[src/rtl/bmmc_pkg.sv]
package bmmc_pkg;

	typedef enum logic [2:0] {
		CMD_MEM_RD = 3'd0,
		CMD_MEM_WR = 3'd1,
		CMD_IO_RD  = 3'd2,
		CMD_IO_WR  = 3'd3,
		CMD_BEEP   = 3'd4,
		CMD_FDC    = 3'd5,
		CMD_MOTOR  = 3'd6
	} cmd_t;

	typedef enum logic [1:0] {
		TGT_RAM  = 2'd0,
		TGT_ROM  = 2'd1,
		TGT_CMOS = 2'd2,
		TGT_NONE = 2'd3
	} tgt_t;

	typedef struct packed {
		tgt_t       tgt;
		logic [6:0] page;
	} entry_t;

	// rebuild request from the port decoder to the page table
	typedef struct packed {
		logic       rebuild;
		logic       rom_sel;
		logic       cmos_sel;
		logic [7:0] bank;
	} tbl_ctrl_t;

	localparam int NUM_VAR_PAGES = 28;
	localparam int ROM_PAGES     = 4;
	localparam int CMOS_PAGE     = 16;

	localparam logic [7:0] BANK_RESET = 8'h10;
	localparam logic [7:0] IO_IDLE    = 8'hFF;

	// port groups of four, taken from port bits 7..2
	localparam logic [5:0] PG_DIP    = 6'h06;
	localparam logic [5:0] PG_ROMSEL = 6'h07;
	localparam logic [5:0] PG_CMOS   = 6'h08;
	localparam logic [5:0] PG_STATUS = 6'h0C;

	localparam int         PADDR_W = 3;
	localparam logic       REG_DIP = 1'b0;

endpackage

[src/rtl/bmmc_page_table.sv]
module bmmc_page_table (
	input  logic                clk,
	input  logic                arst_n,
	input  bmmc_pkg::tbl_ctrl_t ctrl,
	input  logic [4:0]          page,
	output bmmc_pkg::entry_t    entry
);

	bmmc_pkg::entry_t tbl_q [bmmc_pkg::NUM_VAR_PAGES];
	logic             bank_none;
	logic [1:0]       bank_idx;

	// lowest set bank bit among 4..7 picks the ram bank
	always_comb begin
		bank_none = 1'b0;
		bank_idx  = 2'd0;
		priority if (ctrl.bank[4]) begin
			bank_idx = 2'd0;
		end else if (ctrl.bank[5]) begin
			bank_idx = 2'd1;
		end else if (ctrl.bank[6]) begin
			bank_idx = 2'd2;
		end else if (ctrl.bank[7]) begin
			bank_idx = 2'd3;
		end else begin
			bank_none = 1'b1;
		end
	end

	always_ff @(posedge clk or negedge arst_n) begin
		if (!arst_n) begin
			for (int i = 0; i < bmmc_pkg::NUM_VAR_PAGES; i++) begin
				if (i < bmmc_pkg::ROM_PAGES) begin
					tbl_q[i] <= '{bmmc_pkg::TGT_ROM, 7'(i)};
				end else begin
					tbl_q[i] <= '{bmmc_pkg::TGT_NONE, 7'd0};
				end
			end
		end else if (ctrl.rebuild) begin
			for (int i = 0; i < bmmc_pkg::NUM_VAR_PAGES; i++) begin
				if (!ctrl.rom_sel) begin
					if (i < bmmc_pkg::ROM_PAGES) begin
						tbl_q[i] <= '{bmmc_pkg::TGT_ROM, 7'(i)};
					end else begin
						tbl_q[i] <= '{bmmc_pkg::TGT_NONE, 7'd0};
					end
				end else if (ctrl.cmos_sel && i == bmmc_pkg::CMOS_PAGE) begin
					tbl_q[i] <= '{bmmc_pkg::TGT_CMOS, 7'd0};
				end else if (ctrl.cmos_sel && i > bmmc_pkg::CMOS_PAGE) begin
					tbl_q[i] <= tbl_q[i];
				end else if (bank_none) begin
					tbl_q[i] <= '{bmmc_pkg::TGT_NONE, 7'd0};
				end else begin
					tbl_q[i] <= '{bmmc_pkg::TGT_RAM, {bank_idx, 5'(i)}};
				end
			end
		end
	end

	// top pages are fixed common ram
	always_comb begin
		if (page >= 5'(bmmc_pkg::NUM_VAR_PAGES)) begin
			entry.tgt  = bmmc_pkg::TGT_RAM;
			entry.page = {2'b00, page};
		end else begin
			entry = tbl_q[page];
		end
	end

endmodule

[src/rtl/banked_memory_map_controller.sv]
// banked memory map controller
// input channel (in_valid / in_stall) takes one word per cycle while in_stall
// is low: a command with address, write byte, signal level and disk-present
// flag. memory commands are translated through a 32-page table of 2 kbyte
// pages into a target store and an 18-bit physical offset; io commands read
// the dip switches or the status port, or write the bank, rom-select and
// cmos-select registers, and every io write rebuilds the table in the same
// cycle; signal commands set the beep, fdc interrupt and motor levels.
// output channel (out_valid / out_stall) gives exactly one result word per
// input word, in order, through the input register, then the result register;
// throughput is one word per cycle while out_stall is low, set by the single
// table lookup and decode between the two registers.
// when the receiver stalls, the result register holds and the input register
// keeps its word; in_stall rises only once both are full.
// reset clears both valid flags, loads the bank register with 0x10 and puts the
// table back to boot rom in the low pages, nothing mapped in the middle and
// common ram on top. dip_switches sits on an apb port at byte address 0.
module banked_memory_map_controller (
	input  logic                         clk,
	input  logic                         arst_n,
	// input channel
	input  logic                         in_valid,
	output logic                         in_stall,
	input  logic [2:0]                   command,
	input  logic [15:0]                  address,
	input  logic [7:0]                   write_data,
	input  logic                         signal_level,
	input  logic                         disk_present,
	// output channel
	output logic                         out_valid,
	input  logic                         out_stall,
	output logic [1:0]                   target,
	output logic [17:0]                  phys_offset,
	output logic                         mem_write_enable,
	output logic [7:0]                   mem_data,
	output logic [7:0]                   io_read_data,
	output logic                         gate_update,
	output logic                         timer_gate0,
	output logic                         timer_gate2,
	output logic                         beep_active,
	// configuration port
	input  logic                         psel,
	input  logic                         penable,
	input  logic                         pwrite,
	input  logic [bmmc_pkg::PADDR_W-1:0] paddr,
	input  logic [31:0]                  pwdata,
	output logic [31:0]                  prdata,
	output logic                         pready
);

	// configuration register
	logic [7:0] dip_q;

	// input register
	logic                 valid_s1;
	bmmc_pkg::cmd_t       cmd_s1;
	logic [15:0]          addr_s1;
	logic [7:0]           wdata_s1;
	logic                 level_s1;
	logic                 disk_s1;

	// block state
	logic [7:0] bank_q;
	logic       rom_sel_q;
	logic       cmos_sel_q;
	logic       beep_q;
	logic       fdc_q;
	logic       motor_q;

	// result register
	logic              out_valid_q;
	bmmc_pkg::tgt_t    target_q;
	logic [17:0]       offs_q;
	logic              we_q;
	logic [7:0]        mdata_q;
	logic [7:0]        iodata_q;
	logic              gupd_q;

	logic                out_free;
	logic                fire;
	logic [5:0]          port_grp;
	bmmc_pkg::entry_t    entry;
	bmmc_pkg::tbl_ctrl_t tbl_ctrl;

	// next state and result of the word in the input register
	logic [7:0]     nxt_bank;
	logic           nxt_rom_sel;
	logic           nxt_cmos_sel;
	logic           nxt_beep;
	logic           nxt_fdc;
	logic           nxt_motor;
	bmmc_pkg::tgt_t r_tgt;
	logic [17:0]    r_offs;
	logic           r_we;
	logic [7:0]     r_mdata;
	logic [7:0]     r_io;
	logic           r_gupd;

	// apb: writes land on the access phase, no wait states
	assign pready = 1'b1;
	assign prdata = (paddr[2] == bmmc_pkg::REG_DIP) ? {24'd0, dip_q} : 32'd0;

	always_ff @(posedge clk or negedge arst_n) begin
		if (!arst_n) begin
			dip_q <= 8'd0;
		end else if (psel && penable && pwrite && pready && paddr[2] == bmmc_pkg::REG_DIP) begin
			dip_q <= pwdata[7:0];
		end
	end

	// handshake: the result register frees when empty or being taken
	assign out_free = !out_valid_q || !out_stall;
	assign in_stall = valid_s1 && !out_free;
	assign fire     = valid_s1 && out_free;

	always_ff @(posedge clk or negedge arst_n) begin
		if (!arst_n) begin
			valid_s1 <= 1'b0;
		end else if (!in_stall) begin
			valid_s1 <= in_valid;
		end
	end

	always_ff @(posedge clk) begin
		if (in_valid && !in_stall) begin
			cmd_s1   <= bmmc_pkg::cmd_t'(command);
			addr_s1  <= address;
			wdata_s1 <= write_data;
			level_s1 <= signal_level;
			disk_s1  <= disk_present;
		end
	end

	// page lookup, and table rebuild on every io write
	assign tbl_ctrl.rebuild  = fire && cmd_s1 == bmmc_pkg::CMD_IO_WR;
	assign tbl_ctrl.rom_sel  = nxt_rom_sel;
	assign tbl_ctrl.cmos_sel = nxt_cmos_sel;
	assign tbl_ctrl.bank     = nxt_bank;

	bmmc_page_table u_page_table (
		.clk    (clk),
		.arst_n (arst_n),
		.ctrl   (tbl_ctrl),
		.page   (addr_s1[15:11]),
		.entry  (entry)
	);

	assign port_grp = addr_s1[7:2];

	always_comb begin
		nxt_bank     = bank_q;
		nxt_rom_sel  = rom_sel_q;
		nxt_cmos_sel = cmos_sel_q;
		nxt_beep     = beep_q;
		nxt_fdc      = fdc_q;
		nxt_motor    = motor_q;
		r_tgt        = bmmc_pkg::TGT_RAM;
		r_offs       = 18'd0;
		r_we         = 1'b0;
		r_mdata      = 8'd0;
		r_io         = bmmc_pkg::IO_IDLE;
		r_gupd       = 1'b0;
		unique case (cmd_s1)
			bmmc_pkg::CMD_MEM_RD: begin
				r_tgt  = entry.tgt;
				r_offs = {entry.page, addr_s1[10:0]};
			end
			bmmc_pkg::CMD_MEM_WR: begin
				r_tgt   = entry.tgt;
				r_offs  = {entry.page, addr_s1[10:0]};
				r_mdata = wdata_s1;
				// rom and unmapped pages drop writes
				r_we    = entry.tgt == bmmc_pkg::TGT_RAM || entry.tgt == bmmc_pkg::TGT_CMOS;
			end
			bmmc_pkg::CMD_IO_RD: begin
				if (port_grp == bmmc_pkg::PG_DIP) begin
					r_io = dip_q;
				end else if (port_grp == bmmc_pkg::PG_STATUS) begin
					r_io = {bank_q[7:4], disk_s1, 1'b0, !motor_q, fdc_q};
				end
			end
			bmmc_pkg::CMD_IO_WR: begin
				if (port_grp == bmmc_pkg::PG_DIP) begin
					nxt_bank = wdata_s1;
					r_gupd   = 1'b1;
				end else if (port_grp == bmmc_pkg::PG_ROMSEL) begin
					nxt_rom_sel = wdata_s1[0];
				end else if (port_grp == bmmc_pkg::PG_CMOS) begin
					nxt_cmos_sel = wdata_s1[0];
				end
			end
			bmmc_pkg::CMD_BEEP:  nxt_beep  = level_s1;
			bmmc_pkg::CMD_FDC:   nxt_fdc   = level_s1;
			bmmc_pkg::CMD_MOTOR: nxt_motor = level_s1;
			default: begin
				// undefined command code: no state change, idle result
			end
		endcase
	end

	always_ff @(posedge clk or negedge arst_n) begin
		if (!arst_n) begin
			bank_q     <= bmmc_pkg::BANK_RESET;
			rom_sel_q  <= 1'b0;
			cmos_sel_q <= 1'b0;
			beep_q     <= 1'b0;
			fdc_q      <= 1'b0;
			motor_q    <= 1'b0;
		end else if (fire) begin
			bank_q     <= nxt_bank;
			rom_sel_q  <= nxt_rom_sel;
			cmos_sel_q <= nxt_cmos_sel;
			beep_q     <= nxt_beep;
			fdc_q      <= nxt_fdc;
			motor_q    <= nxt_motor;
		end
	end

	always_ff @(posedge clk or negedge arst_n) begin
		if (!arst_n) begin
			out_valid_q <= 1'b0;
		end else if (out_free) begin
			out_valid_q <= valid_s1;
		end
	end

	always_ff @(posedge clk) begin
		if (fire) begin
			target_q <= r_tgt;
			offs_q   <= r_offs;
			we_q     <= r_we;
			mdata_q  <= r_mdata;
			iodata_q <= r_io;
			gupd_q   <= r_gupd;
		end
	end

	assign out_valid        = out_valid_q;
	assign target           = target_q;
	assign phys_offset      = offs_q;
	assign mem_write_enable = we_q;
	assign mem_data         = mdata_q;
	assign io_read_data     = iodata_q;
	assign gate_update      = gupd_q;

	// state only moves when a word is loaded, so these hold with the word
	assign timer_gate0 = bank_q[0];
	assign timer_gate2 = bank_q[1];
	assign beep_active = bank_q[2] | beep_q;

endmodule

[config.mk]
export PLATFORM = sky130hd
export DESIGN_NAME = banked_memory_map_controller
export DESIGN_NICKNAME = d
export VERILOG_FILES = /design/src/rtl/bmmc_pkg.sv /design/src/rtl/bmmc_page_table.sv /design/src/rtl/banked_memory_map_controller.sv
export SDC_FILE = /design/constraint.sdc
export NUM_CORES = 1
export LEC_CHECK = 0
export ABC_AREA = 1
export BUFFER_PORTS_ARGS = -buffer_cell sky130_fd_sc_hd__buf_2
export CAP_MARGIN = 15
export CORE_MARGIN = 4
export CORE_UTILIZATION = 40
export DETAILED_ROUTE_END_ITERATION = 7
export GPL_TIMING_DRIVEN = 0
export PLACE_DENSITY = 0.67
export SYNTH_ARGS = -nofsm -noshare
export SYNTH_HDL_FRONTEND = slang
export SYNTH_HIERARCHICAL = 1
export SYNTH_SLANG_ARGS = --single-unit
[constraint.sdc]
create_clock -name clk -period 1.7 [get_ports clk]
set_input_delay 0.17 -clock clk [delete_from_list [all_inputs] [get_ports clk]]
set_output_delay 0.17 -clock clk [all_outputs]
set_load 0.005 [all_outputs]
### Yosys cells after proc, flatten, opt, wreduce, memory -nomap -nowiden

Cells that the tools add are included.
Widths: inputs -> output; s select.

* register bits after elaboration: 342
* logic and storage cells: 212
* input bits: 71
* output and inout port bits: 76

* order comparisons: 2
* bitwise operators: 4
* eq/ne operators: 12
* mux-type cells: 93
* reductions and logical operators: 23

Operators by type and width (number)
* $mux 9: 71
* $bmux 9 s5: 1
* $mux 8: 5
* $eq 6x3->1 const B: 2
* $eq 6x4->1 const B: 2
* $mux 1: 12
* $eq 3x3->1 const B: 3
* $mux 2: 4
* $reduce_and 2->1: 4
* $logic_and 1x1->1: 7
* $eq 3x2->1 const B: 2
* $ge 6x6->1 const B: 1
* $not 5->6: 1
* $ge 5x5->1 const B: 1
* $logic_not 1->1: 5
* $reduce_or 2->1: 2
* $eq 3x1->1 const B: 1
* $logic_not 3->1: 1
* $reduce_and 3->1: 1
* $eq 2x2->1 const B: 1
* $logic_not 2->1: 1
* $logic_or 1x1->1: 2
* $ne 2x2->1 const B: 1
* $not 1->1: 2
* $or 1x1->1: 1

### Depth between registers and ports, before layout

Gate-level depths: netlist (run 1).

* depth in word-level cells: 10
* mapped depth: 12
* gate-level depth less buffers: 12

### Cells and area by module

Netlist (run 1), hierarchy kept.

By module, submodules not included
* banked_memory_map_controller: cells an instance 365, sequential area each 2588.7 um^2, area each 3885.0 um^2, instances 1
* bmmc_page_table: cells an instance 123, sequential area each 381.6 um^2, area each 898.4 um^2, instances 1

### Worst setup path before layout (run 1)

OpenSTA, ideal clock, no wires.

* path type: register -> register
* start point: register addr_s1[7]
* end point: register u_page_table/tbl_q[22] in the netlist's numbering
* data required time: 1.572 ns
* setup time: 0.128 ns
* arrival: 1.589 ns
* setup slack: -0.018 ns
* buffers on the path: 1
* clock period less this slack: 1.718 ns
* cell stages (with the launch flop): 13
* cell sequence: edfxtp_1 > nor2_4 > nand2_2 > nor2_8 > buf_6 > nand3_2 > and2_1 > nor2_1 > nand3_1 > nand2_1 > inv_1 > nand2_1 > o21ai_0

* elaborated cells between the ends (all ways): 21
* those cells by class: eq/ne: 4; mux: 16; reduce/logical: 1

RTL lines
* from (decl): RTL line banked_memory_map_controller.sv:57 `logic [15:0] addr_s1;`
* from (signal assigned): RTL line banked_memory_map_controller.sv:127 `addr_s1 <= address;`
* $eq 6x3->1: RTL line banked_memory_map_controller.sv:183 `if (port_grp == bmmc_pkg::PG_DIP) begin`
* $mux 8: RTL line banked_memory_map_controller.sv:183
* $mux 8: RTL line banked_memory_map_controller.sv:163 `unique case (cmd_s1)`
* net nxt_bank[6]: RTL line banked_memory_map_controller.sv:86 `logic [7:0] nxt_bank;`
* $mux 1: RTL line bmmc_page_table.sv:21 `end else if (ctrl.bank[6]) begin`
* $mux 1: RTL line bmmc_page_table.sv:19 `end else if (ctrl.bank[5]) begin`
* $mux 1: RTL line bmmc_page_table.sv:17 `priority if (ctrl.bank[4]) begin`
* $mux 9: RTL line bmmc_page_table.sv:51 `end else if (bank_none) begin`
* $mux 9: RTL line bmmc_page_table.sv:49 `end else if (ctrl.cmos_sel && i > bmmc_pkg::CMOS_PAGE) begin`
* $mux 9: RTL line bmmc_page_table.sv:41 `if (!ctrl.rom_sel) begin`
* to (signal, indexed assignment): RTL line bmmc_page_table.sv:43 `tbl_q[i] <= '{bmmc_pkg::TGT_ROM, 7'(i)};`
* to (signal, indexed assignment): RTL line bmmc_page_table.sv:50 `tbl_q[i] <= tbl_q[i];`
* to (signal, indexed assignment): RTL line bmmc_page_table.sv:52 `tbl_q[i] <= '{bmmc_pkg::TGT_NONE, 7'd0};`
* to (decl): RTL line bmmc_page_table.sv:9 `bmmc_pkg::entry_t tbl_q [bmmc_pkg::NUM_VAR_PAGES];`

The timed path passes the listed nets, and every way through them passes these cells. The select of a mux whose other input is x is not followed.
A chain may end at the register's enable or synchronous reset.

### Worst setup path after layout (run 1)

* start point: register addr_s1[6]
* end point: register u_page_table/tbl_q[103] in the netlist's numbering

* cells in the longest elaborated chain, start to end: 10
* elaborated cells between the ends (all ways): 19
* those cells by class: eq/ne: 3; mux: 16

RTL lines
* $eq 6x3->1: RTL line banked_memory_map_controller.sv:183
* $mux 8: RTL line banked_memory_map_controller.sv:183
* $mux 8: RTL line banked_memory_map_controller.sv:163
* net nxt_bank[7]: RTL line banked_memory_map_controller.sv:86
* $mux 1: RTL line bmmc_page_table.sv:23 `end else if (ctrl.bank[7]) begin`
* $mux 1: RTL line bmmc_page_table.sv:21
* $mux 1: RTL line bmmc_page_table.sv:19
* $mux 1: RTL line bmmc_page_table.sv:17
* $mux 9: RTL line bmmc_page_table.sv:51
* $mux 9: RTL line bmmc_page_table.sv:47 `end else if (ctrl.cmos_sel && i == bmmc_pkg::CMOS_PAGE) begin`
* $mux 9: RTL line bmmc_page_table.sv:41
* to (signal, indexed assignment): RTL line bmmc_page_table.sv:43
* to (signal, indexed assignment): RTL line bmmc_page_table.sv:48 `tbl_q[i] <= '{bmmc_pkg::TGT_CMOS, 7'd0};`
* to (signal, indexed assignment): RTL line bmmc_page_table.sv:52

The timed path passes the listed nets, and every way through them passes these cells.

==> results.json, run 1 <==
{
  "grt_pass1_vias": 3641,
  "fin_crit_sh_pct": 103.1,
  "grt.met1_usage_pct": 19.50,
  "finalSetupViolations": 7,
  "criticalPathCategory": "flop to flop",
  "syn_inst": 477,
  "io_pins": 147,
  "die_area_um2": 13570,
  "cts.path.max_buffers": 2,
  "totalNegativeSetupSlack_ns": -0.2425,
  "place_congestion": 0.8104,
  "post_drt_via_cell_ratio": 4.500,
  "hold_slack_ns": 0.01909,
  "insertion_delay_ns": 0.35,
  "routed_wl_mm": 10.22,
  "p_comb_share_pct": 17.4,
  "grt_util_met3_pct": 5.648,
  "critPathArrivalTime_ns": 1.99,
  "hold_violations": 0,
  "ant_nets": 0,
  "skew_ns": 0.006901,
  "clk_pin_slew_worst_paths_ns": 0.07,
  "cp_slowest_cell": "edfxtp_1",
  "antenna_found_initial": 0,
  "required_ns": 1.93,
  "status": "finished, violations left",
  "netlist_area_um2": 4708,
  "fmax_mhz": 570.6,
  "fin_area_um2": 6402,
  "cp_max_fo": 7,
  "rr_startpoint": "addr_s1[6]",
  "core_um2": 11470,
  "rsz0062_at_grt": "yes",
  "worst_slew_pin_slew_ns": 0.8329,
  "cts_made_buffers": 9,
  "place_hpwl_mm": 6.912,
  "fillers": 997,
  "met2_usage_pct": 27.57,
  "cts_sinks": 104,
  "intPower_mw": 4.931,
  "crit_path_start": "addr_s1[6]",
  "clock-root-buffer": "clkbuf_16",
  "gr-usage-all-layers_pct": 15.90,
  "yosysWarnings": 6,
  "fp.dieH_um": 116.5,
  "fin_util_pct": 55.83,
  "clockPowerShare_pct": 34.1,
  "die_x_um": 116.5,
  "setup_ws_ns": -0.05247,
  "wl_per_cell_um": 12.67,
  "globalRouteOverflowTotal": 0,
  "drv_slew": 0,
  "dp.cells": 737,
  "p_sw_share_pct": 25.45,
  "powerDensity_nw_per_um2": 1033,
  "end_kind": "flop",
  "finalNetCount": 729,
  "diodes": 0,
  "startpoint_type": "flop",
  "switching_power_mw": 1.683,
  "h-tree-depth": 3,
  "min-delay-path-class": "primary input to flop",
  "cp_cell_sequence": "nor2_4, nand2_4, nor2_8, buf_6, nand3_2, and2_4, nor2_4, nand3_4, nand2_4, inv_2, nand2_2, o21ai_1",
  "drtPass1Iterations": 6,
  "r2r_slack_ns": -0.05,
  "ir_drop_mv": 0.9653,
  "grt_max_degree": 47,
  "placedInstanceArea_um2": 5449,
  "cp.buffers_inverters": 2,
  "drt-initial-drc-count": 175,
  "vias": 3627,
  "seq_power_share_pct": 48.4,
  "grt_pass1_wl_mm": 16.88,
  "area_growth_pct": 35.98,
  "cap_violations": 0,
  "timing.final.crit_period_ns": 1.752,
  "crit_family": "simple AND/OR/NAND/NOR gates",
  "violations": "setup timing",
  "cts_tree": "yes",
  "io_buffers": 94,
  "initial_core_util_pct": 41.06,
  "drive_gt1_share_pct": 34.09,
  "leakage_nw": 3.078,
  "slew_headroom_pct": 44.47,
  "slowest_delay_ns": 0.43,
  "syn_avg_cell_area_um2": 9.871,
  "busiest_layer": "met2",
  "num_rows": 39,
  "holdCritStartpoint": "address[13]",
  "drcViolationCount": 0,
  "stdcell_count": 806
}
state kept, by name, summed over array words and instances, names as in the netlist, 3 cells and up:
signal and flops:
bank_q 7, dip_q 8, io_read_data 8, wdata_s1 8, u_page_table/tbl_q 15, addr_s1 16
mem_data 8, phys_offset 18, cmd_s1 3
path summary, 6_finish.rpt:
kind | cells past startpoint | to
worst max-delay path | 12 | u_page_table/tbl_q[103]
min in group asynchronous | 2 | dip_q[1]
worst min-delay path | 1 | addr_s1[13]
worst min register to register | 2 | u_page_table/tbl_q[106]
worst max register to register | 12 | u_page_table/tbl_q[103]
max in group asynchronous | 2 | u_page_table/tbl_q[251]
power groups by stage:
stage | Sequential (mW) | Clock [mW] | Combinational, mW
3_5_place_dp | 3.26 | 0 | 0.939
2_1_floorplan | 3.23 | 0 | 0.614
5_1_grt | 3.24 | 2.41 | 1.32
6_report | 3.20 | 2.26 | 1.15
4_1_cts | 3.21 | 2.31 | 1.04
3_3_place_gp | 3.24 | 0 | 0.921
placed cells by master, fill, tap and decap left out, types with 5 or more instances in the layout:
| cell type | count |
|---|---|
| nand2_1 | 79 |
| conb_1 | 25 |
| nor2_4 | 6 |
| nor2_1 | 51 |
| buf_4 | 47 |
| inv_2 | 11 |
| o21ai_1 | 11 |
| nand3_1 | 32 |
| buf_2 | 99 |
| o21ai_0 | 9 |
| nand2_2 | 10 |
| dfrtp_1 | 31 |
| clkbuf_1 | 5 |
| edfxtp_1 | 67 |
| nand3_2 | 5 |
| dlygate4sd3_1 | 28 |
| a21oi_1 | 13 |
| clkbuf_16 | 10 |
| nand4_1 | 11 |
| dfstp_2 | 6 |
| inv_1 | 68 |
layer usage:
metal  up-vias  part of all wire (%)
met1      1674                    42
met2       102                    50
li1       1842                     -
met5         -                     0
met4         0                  0.67
met3         9                   7.6
through the flow:
stage | setup WS (ns) | total power, mW
finish | -0.05247 | 6.614
detailed placement | -0.2831 | 4.195
global route | -0.1684 | 6.974
global placement | -0.2067 | 4.165
CTS | -0.06336 | 6.552
floorplan | 0.007430 | 3.841
repair_timing:
action                                 4_1_cts  5_1_grt
cloned                                       1        0
hold buffers                                28        0
pin swaps                                    6       12
gates resized for setup                     12       37
setup buffers                               11       13
setup endpoints to repair                   90       46
endpoints found under the hold margin       58        0
cell type report:
type / count / area [um^2] / share of cell area (%)
clock buffers: 13 / 261.5 / 4.084
inverters: 81 / 309.0 / 4.827
repair inverters: 1 / 7.507 / 0.1173
multi-input cells: 280 / 1434 / 22.40
well taps: 143 / 178.9 / 2.795
plain buffers: 35 / 254.0 / 3.967
clock inverters: 3 / 65.06 / 1.016
repair buffers: 146 / 947.2 / 14.79
flip-flops and latches: 104 / 2945 / 46.00
worst register-to-register path: cells and delay by family (launching register included):
kind | cells | cell delay [ns]
buf+inv | 2 | 0.18
compound gates | 1 | 0.06
simple gates | 9 | 0.98
flops | 1 | 0.43
(Power assumes the default switching activity.)
==> run 2: changes to the inputs <==
--- a/config.mk
+++ b/config.mk
@@ -5,14 +5,13 @@
 export SDC_FILE = /design/constraint.sdc
 export NUM_CORES = 1
 export LEC_CHECK = 0
-export ABC_AREA = 1
 export BUFFER_PORTS_ARGS = -buffer_cell sky130_fd_sc_hd__buf_2
 export CAP_MARGIN = 15
 export CORE_MARGIN = 4
 export CORE_UTILIZATION = 40
 export DETAILED_ROUTE_END_ITERATION = 7
 export GPL_TIMING_DRIVEN = 0
-export PLACE_DENSITY = 0.67
+export PLACE_DENSITY = 0.68
 export SYNTH_ARGS = -nofsm -noshare
 export SYNTH_HDL_FRONTEND = slang
 export SYNTH_HIERARCHICAL = 1
==> run 2 against run 1 <==
Compared with the run above:
- non-clock buffer count fell by 2
- highest routed layer unchanged
- register-to-register slack got worse by 0.46 ns
- the flow still finishes with violations (setup timing)
- critical endpoint is now u_page_table/tbl_q[105]
- fmax fell by 21%
- clock skew rose by 0.0043 ns
- combinational power fell by 36%
- worst setup slack got worse by 0.46 ns
- final cell count fell by 19%
- core utilization rose by 0.13 points
- clock power fell by 13%
- first-iteration DRC count fell by 18%
- largest cell class unchanged
- synthesized area fell by 2.3%
- largest power group unchanged
- sequential share of layout area rose by 1.7 points
==> results.json, run 2 <==
{
  "die_area_um2": 13280,
  "leakage_nw": 2.662,
  "reg2reg_depth": 6,
  "drive_gt1_share_pct": 42.75,
  "initial_core_util_pct": 41.72,
  "final_cell_mix": "buf_2 (96), edfxtp_1 (67), buf_4 (42)",
  "h-tree-depth": 3,
  "core_um2": 11030,
  "pre_cts_slack_ns": -0.8033,
  "io_buffers": 95,
  "slowest_delay_ns": 0.55,
  "crit_family": "simple AND/OR/NAND/NOR gates",
  "syn_avg_cell_area_um2": 13.95,
  "setup_ws_ns": -0.5103,
  "grt_max_degree": 38,
  "die_x_um": 115.3,
  "powerDensity_nw_per_um2": 931.1,
  "rr_startpoint": "addr_s1[7]",
  "reg2reg_to": "u_page_table/tbl_q[105]",
  "cts_tree": "yes",
  "end_kind": "flop",
  "rsz0062_at_grt": "yes",
  "vias": 3131,
  "grt_pass1_vias": 3163,
  "fillers": 914,
  "diodes": 0,
  "fp.dieH_um": 115.3,
  "timing.final.crit_period_ns": 2.210,
  "cp_slowest_cell": "or4_4",
  "status": "finished, violations left",
  "fmax_mhz": 452.4,
  "cp_max_fo": 5,
  "required_ns": 1.96,
  "post_drt_via_cell_ratio": 4.817,
  "yosysWarnings": 6,
  "cp.buffers_inverters": 1,
  "r2r_slack_ns": -0.51,
  "largest_register_ffs": 18,
  "routed_wl_mm": 10.18,
  "violations": "setup timing",
  "ant_nets": 0,
  "netlist_area_um2": 4602,
  "place_congestion": 0.8414,
  "place_hpwl_mm": 6.766,
  "clock-root-buffer": "clkbuf_16",
  "wl_per_cell_um": 15.66,
  "whs_path_depth": 1,
  "slew_headroom_pct": 42.07,
  "clk_pin_slew_worst_paths_ns": 0.07,
  "min-delay-path-class": "primary input to flop",
  "cap_violations": 0,
  "hold_violations": 0,
  "area_growth_pct": 34.15,
  "worst_slew_pin_slew_ns": 0.8689,
  "drt-initial-drc-count": 144,
  "num_rows": 38,
  "gr-usage-all-layers_pct": 15.69,
  "finalSetupViolations": 25,
  "holdCritStartpoint": "address[12]",
  "drv_slew": 0,
  "startpoint_type": "flop",
  "cts_sinks": 104,
  "skew_ns": 0.01117,
  "globalRouteOverflowTotal": 0,
  "io_pins": 147,
  "drtPass1Iterations": 4,
  "ir_drop_mv": 0.6832,
  "cts_made_buffers": 9,
  "syn_inst": 330,
  "grt_pass1_wl_mm": 16.00,
  "min_to": "addr_s1[12]",
  "antenna_found_initial": 0,
  "drcViolationCount": 0,
  "insertion_delay_ns": 0.35,
  "critPathArrivalTime_ns": 2.48,
  "final_common_cell": "buf_2",
  "finalNetCount": 576,
  "fin_crit_sh_pct": 130.0,
  "criticalPathCategory": "flop to flop",
  "hold_slack_ns": 0.01712,
  "cp_cell_sequence": "nor3_4, and3_4, mux2_4, buf_6, or4_4, o2bb2ai_1",
  "cts.path.max_buffers": 2
}
## run 2: worst max path at each step
stage	start	endpoint	slack (ns)	cells past startpoint
final	addr_s1[7]	u_page_table/tbl_q[105]	-0.51	6
after global routing	addr_s1[5]	u_page_table/tbl_q[106]	-0.62	6
after CTS	addr_s1[7]	u_page_table/tbl_q[106]	-0.54	6
after detailed placement	cmd_s1[2]	u_page_table/tbl_q[22]	-0.80	8
after global placement	out_valid	u_page_table/tbl_q[96]	-0.95	5
after floorplan	out_valid	u_page_table/tbl_q[105]	-0.54	5
## run 2: final cells by class
type                    instances  area, um^2  area share (%)
well taps                     140       175.2           2.837
multi-input cells             205        1526           24.73
flip-flops and latches        104        2945           47.71
plain buffers                  36       257.7           4.175
inverters                       6       22.52          0.3648
repair buffers                143       954.7           15.46
clock inverters                 6       52.55          0.8512
clock buffers                  10       239.0           3.871
## run 2: where the power goes
group          internal, mW  total [mW]  switching, mW  leakage [nW]
Combinational         0.404       0.734          0.330          1.43
Clock                  1.05        1.96          0.914         0.137
Sequential             2.93        3.05          0.122          1.10
Total                  4.38        5.75           1.37          2.66
## run 2: timing repair
action	4_1_cts	5_1_grt
cloned	1	0
hold buffers	26	1
endpoints found under the setup margin	80	35
pin swaps	8	9
setup buffers	18	1
endpoints found under the hold margin	56	1
resized for setup	12	7
## run 2: layer usage
layer	vias to the layer above	global-route usage [%]	share of wire, %
li1	1516	-	-
met1	1502	18.27	41
met2	94	27.85	51
met3	19	4.211	5.6
met4	0	5.477	2.1
met5	-	0	0
## run 2: through the flow
step	TNS [ns]	total power, mW	area (um^2)	std cells	utilization, %
finish	-6.505	5.748	6173	650	55.97
global route	-8.526	5.992	6173	650	55.97
CTS	-6.840	5.802	6153	650	55.78
detailed placement	-12.35	3.726	5421	590	49.15
global placement	-42.74	3.683	5366	588	48.65
floorplan	-10.51	3.433	4716	353	-
==> run 3: changes to the inputs <==
--- a/config.mk
+++ b/config.mk
@@ -9,9 +9,12 @@
 export CAP_MARGIN = 15
 export CORE_MARGIN = 4
 export CORE_UTILIZATION = 40
+export CTS_BUF_LIST = sky130_fd_sc_hd__clkbuf_2
 export DETAILED_ROUTE_END_ITERATION = 7
 export GPL_TIMING_DRIVEN = 0
 export PLACE_DENSITY = 0.68
+export SKIP_CTS_REPAIR_TIMING = 1
+export SLEW_MARGIN = 20
 export SYNTH_ARGS = -nofsm -noshare
 export SYNTH_HDL_FRONTEND = slang
 export SYNTH_HIERARCHICAL = 1
==> run 3 against run 2 <==
Compared with the run above:
- routed wire length down 2.2%
- critical path depth up 1
- global-route usage down 1.7 points
- highest routed layer unchanged
- combinational power up 4.4%
- final cell count up 1.5%
- the run still ends with setup timing left
- clock power down 39%
- count of clock-buffer cells in the layout down 1
==> results.json, run 3 (synthesis gave the netlist of run 2 again) <==
{
  "status": "finished, violations left",
  "violations": "setup timing",
  "initial_core_util_pct": 41.72,
  "hold_violations": 0,
  "post_drt_via_cell_ratio": 4.686,
  "diodes": 0,
  "die_x_um": 115.3,
  "final_cell_mix": "buf_2 (96), edfxtp_1 (67), dlygate4sd3_1 (41)",
  "hold_slack_ns": 0.1727,
  "vias": 3093,
  "totalNegativeSetupSlack_ns": -7.623,
  "globalRouteOverflowTotal": 0,
  "leakage_nw": 2.646,
  "cp_max_fo": 5,
  "h-tree-depth": 3,
  "drtPass1Iterations": 4,
  "cts.path.max_buffers": 2,
  "crit_family": "simple AND/OR/NAND/NOR gates",
  "skew_ns": 0.04253,
  "timing.final.crit_period_ns": 2.352,
  "fp.dieH_um": 115.3,
  "area_growth_pct": 34.09,
  "slew_headroom_pct": 43.44,
  "place_hpwl_mm": 6.726,
  "ir_drop_mv": 0.6304,
  "rsz0062_at_grt": "yes",
  "ant_nets": 0,
  "cp.buffers_inverters": 1,
  "startpoint_type": "flop",
  "die_area_um2": 13280,
  "drive_gt1_share_pct": 42.88,
  "fin_crit_sh_pct": 138.4,
  "clock-root-buffer": "clkbuf_2",
  "end_kind": "flop",
  "cp_cell_sequence": "and3b_1, buf_6, and3_4, mux2_4, or4_4, o211ai_1, o21a_1",
  "cts_sinks": 104,
  "cp_slowest_cell": "or4_4",
  "worst_slew_pin_slew_ns": 0.8484,
  "cts_made_buffers": 9,
  "placedInstanceArea_um2": 5423,
  "antenna_found_initial": 0,
  "cts_tree": "yes",
  "routed_wl_mm": 9.954,
  "grt_pass1_vias": 2903,
  "wl_per_cell_um": 15.08,
  "io_pins": 147,
  "place_congestion": 0.8414,
  "powerDensity_nw_per_um2": 810.8,
  "fin_area_um2": 6171,
  "io_buffers": 95,
  "fmax_mhz": 425.2,
  "drt-initial-drc-count": 168,
  "drv_slew": 0,
  "core_um2": 11030,
  "setup_ws_ns": -0.6520,
  "required_ns": 2.22,
  "insertion_delay_ns": 0.59,
  "critPathArrivalTime_ns": 2.87,
  "grt_pass1_wl_mm": 14.41,
  "gr-usage-all-layers_pct": 13.99,
  "cap_violations": 0,
  "final_common_cell": "buf_2",
  "min-delay-path-class": "primary input to async pin",
  "finalSetupViolations": 22,
  "slowest_delay_ns": 0.54,
  "largest_register_ffs": 18,
  "grt_max_degree": 38,
  "num_rows": 38,
  "criticalPathCategory": "flop to flop",
  "drcViolationCount": 0,
  "finalNetCount": 586,
  "clk_pin_slew_worst_paths_ns": 0.30
}
[run 3: metrics by stage]
stage,power [mW],setup slack (ns),util [%],cells
3_5_place_dp,3.733,-0.7817,49.16,590
3_3_place_gp,3.683,-0.9474,48.65,588
5_1_grt,5.250,-0.7748,55.94,660
4_1_cts,4.922,-0.8437,50.28,606
6_report,5.004,-0.6520,55.94,660
2_1_floorplan,3.433,-0.5394,-,353
[run 3: area by class of cell]
| cell class | count | area, um^2 |
|---|---|---|
| fill | 899 | 4860 |
| sequential | 104 | 2945 |
| multi-input combinational | 204 | 1572 |
| timing repair buffer | 155 | 1084 |
| buffer | 35 | 249.0 |
| tap | 140 | 175.2 |
| clock inverter | 7 | 78.83 |
| clock buffer | 9 | 45.04 |
| inverter | 6 | 22.52 |
[run 3: routing by layer]
metal  track usage [%]  vias to the layer above  part of all wire, %
met5                 0                        -                    0
met4             4.695                        0                  1.4
met3             4.211                       15                  6.4
met2             23.84                      100                   53
met1             16.97                     1444                   39
li1                  -                     1534                    -
[run 3: worst reg2reg max path, cell delays in order, from the launching register on]
cell      delay (ns)
edfxtp_1        0.51
and3b_1         0.25
buf_6           0.11
and3_4          0.23
mux2_4          0.33
or4_4           0.54
o211ai_1        0.19
o21a_1          0.14
[run 3: path summary, 6_finish.rpt]
kind                                            to  cells after the start               startpoint  slack [ns]
min in group clk                          dip_q[4]                      3                   pwrite        0.18
setup reg to reg           u_page_table/tbl_q[106]                      7                cmd_s1[2]       -0.65
max in group asynchronous  u_page_table/tbl_q[104]                      2                   arst_n        0.96
hold reg to reg            u_page_table/tbl_q[107]                      2  u_page_table/tbl_q[107]        0.51
hold / removal                           bank_q[7]                      2                   arst_n        0.17
setup / recovery           u_page_table/tbl_q[106]                      7                cmd_s1[2]       -0.65
[run 3: power by group]
part           internal (mW)  total, mW  leakage, nW  switching (mW)
clock                  0.357       1.19       0.0720           0.836
sequential              2.93       3.05         1.10           0.118
combinational          0.433      0.766         1.48           0.333
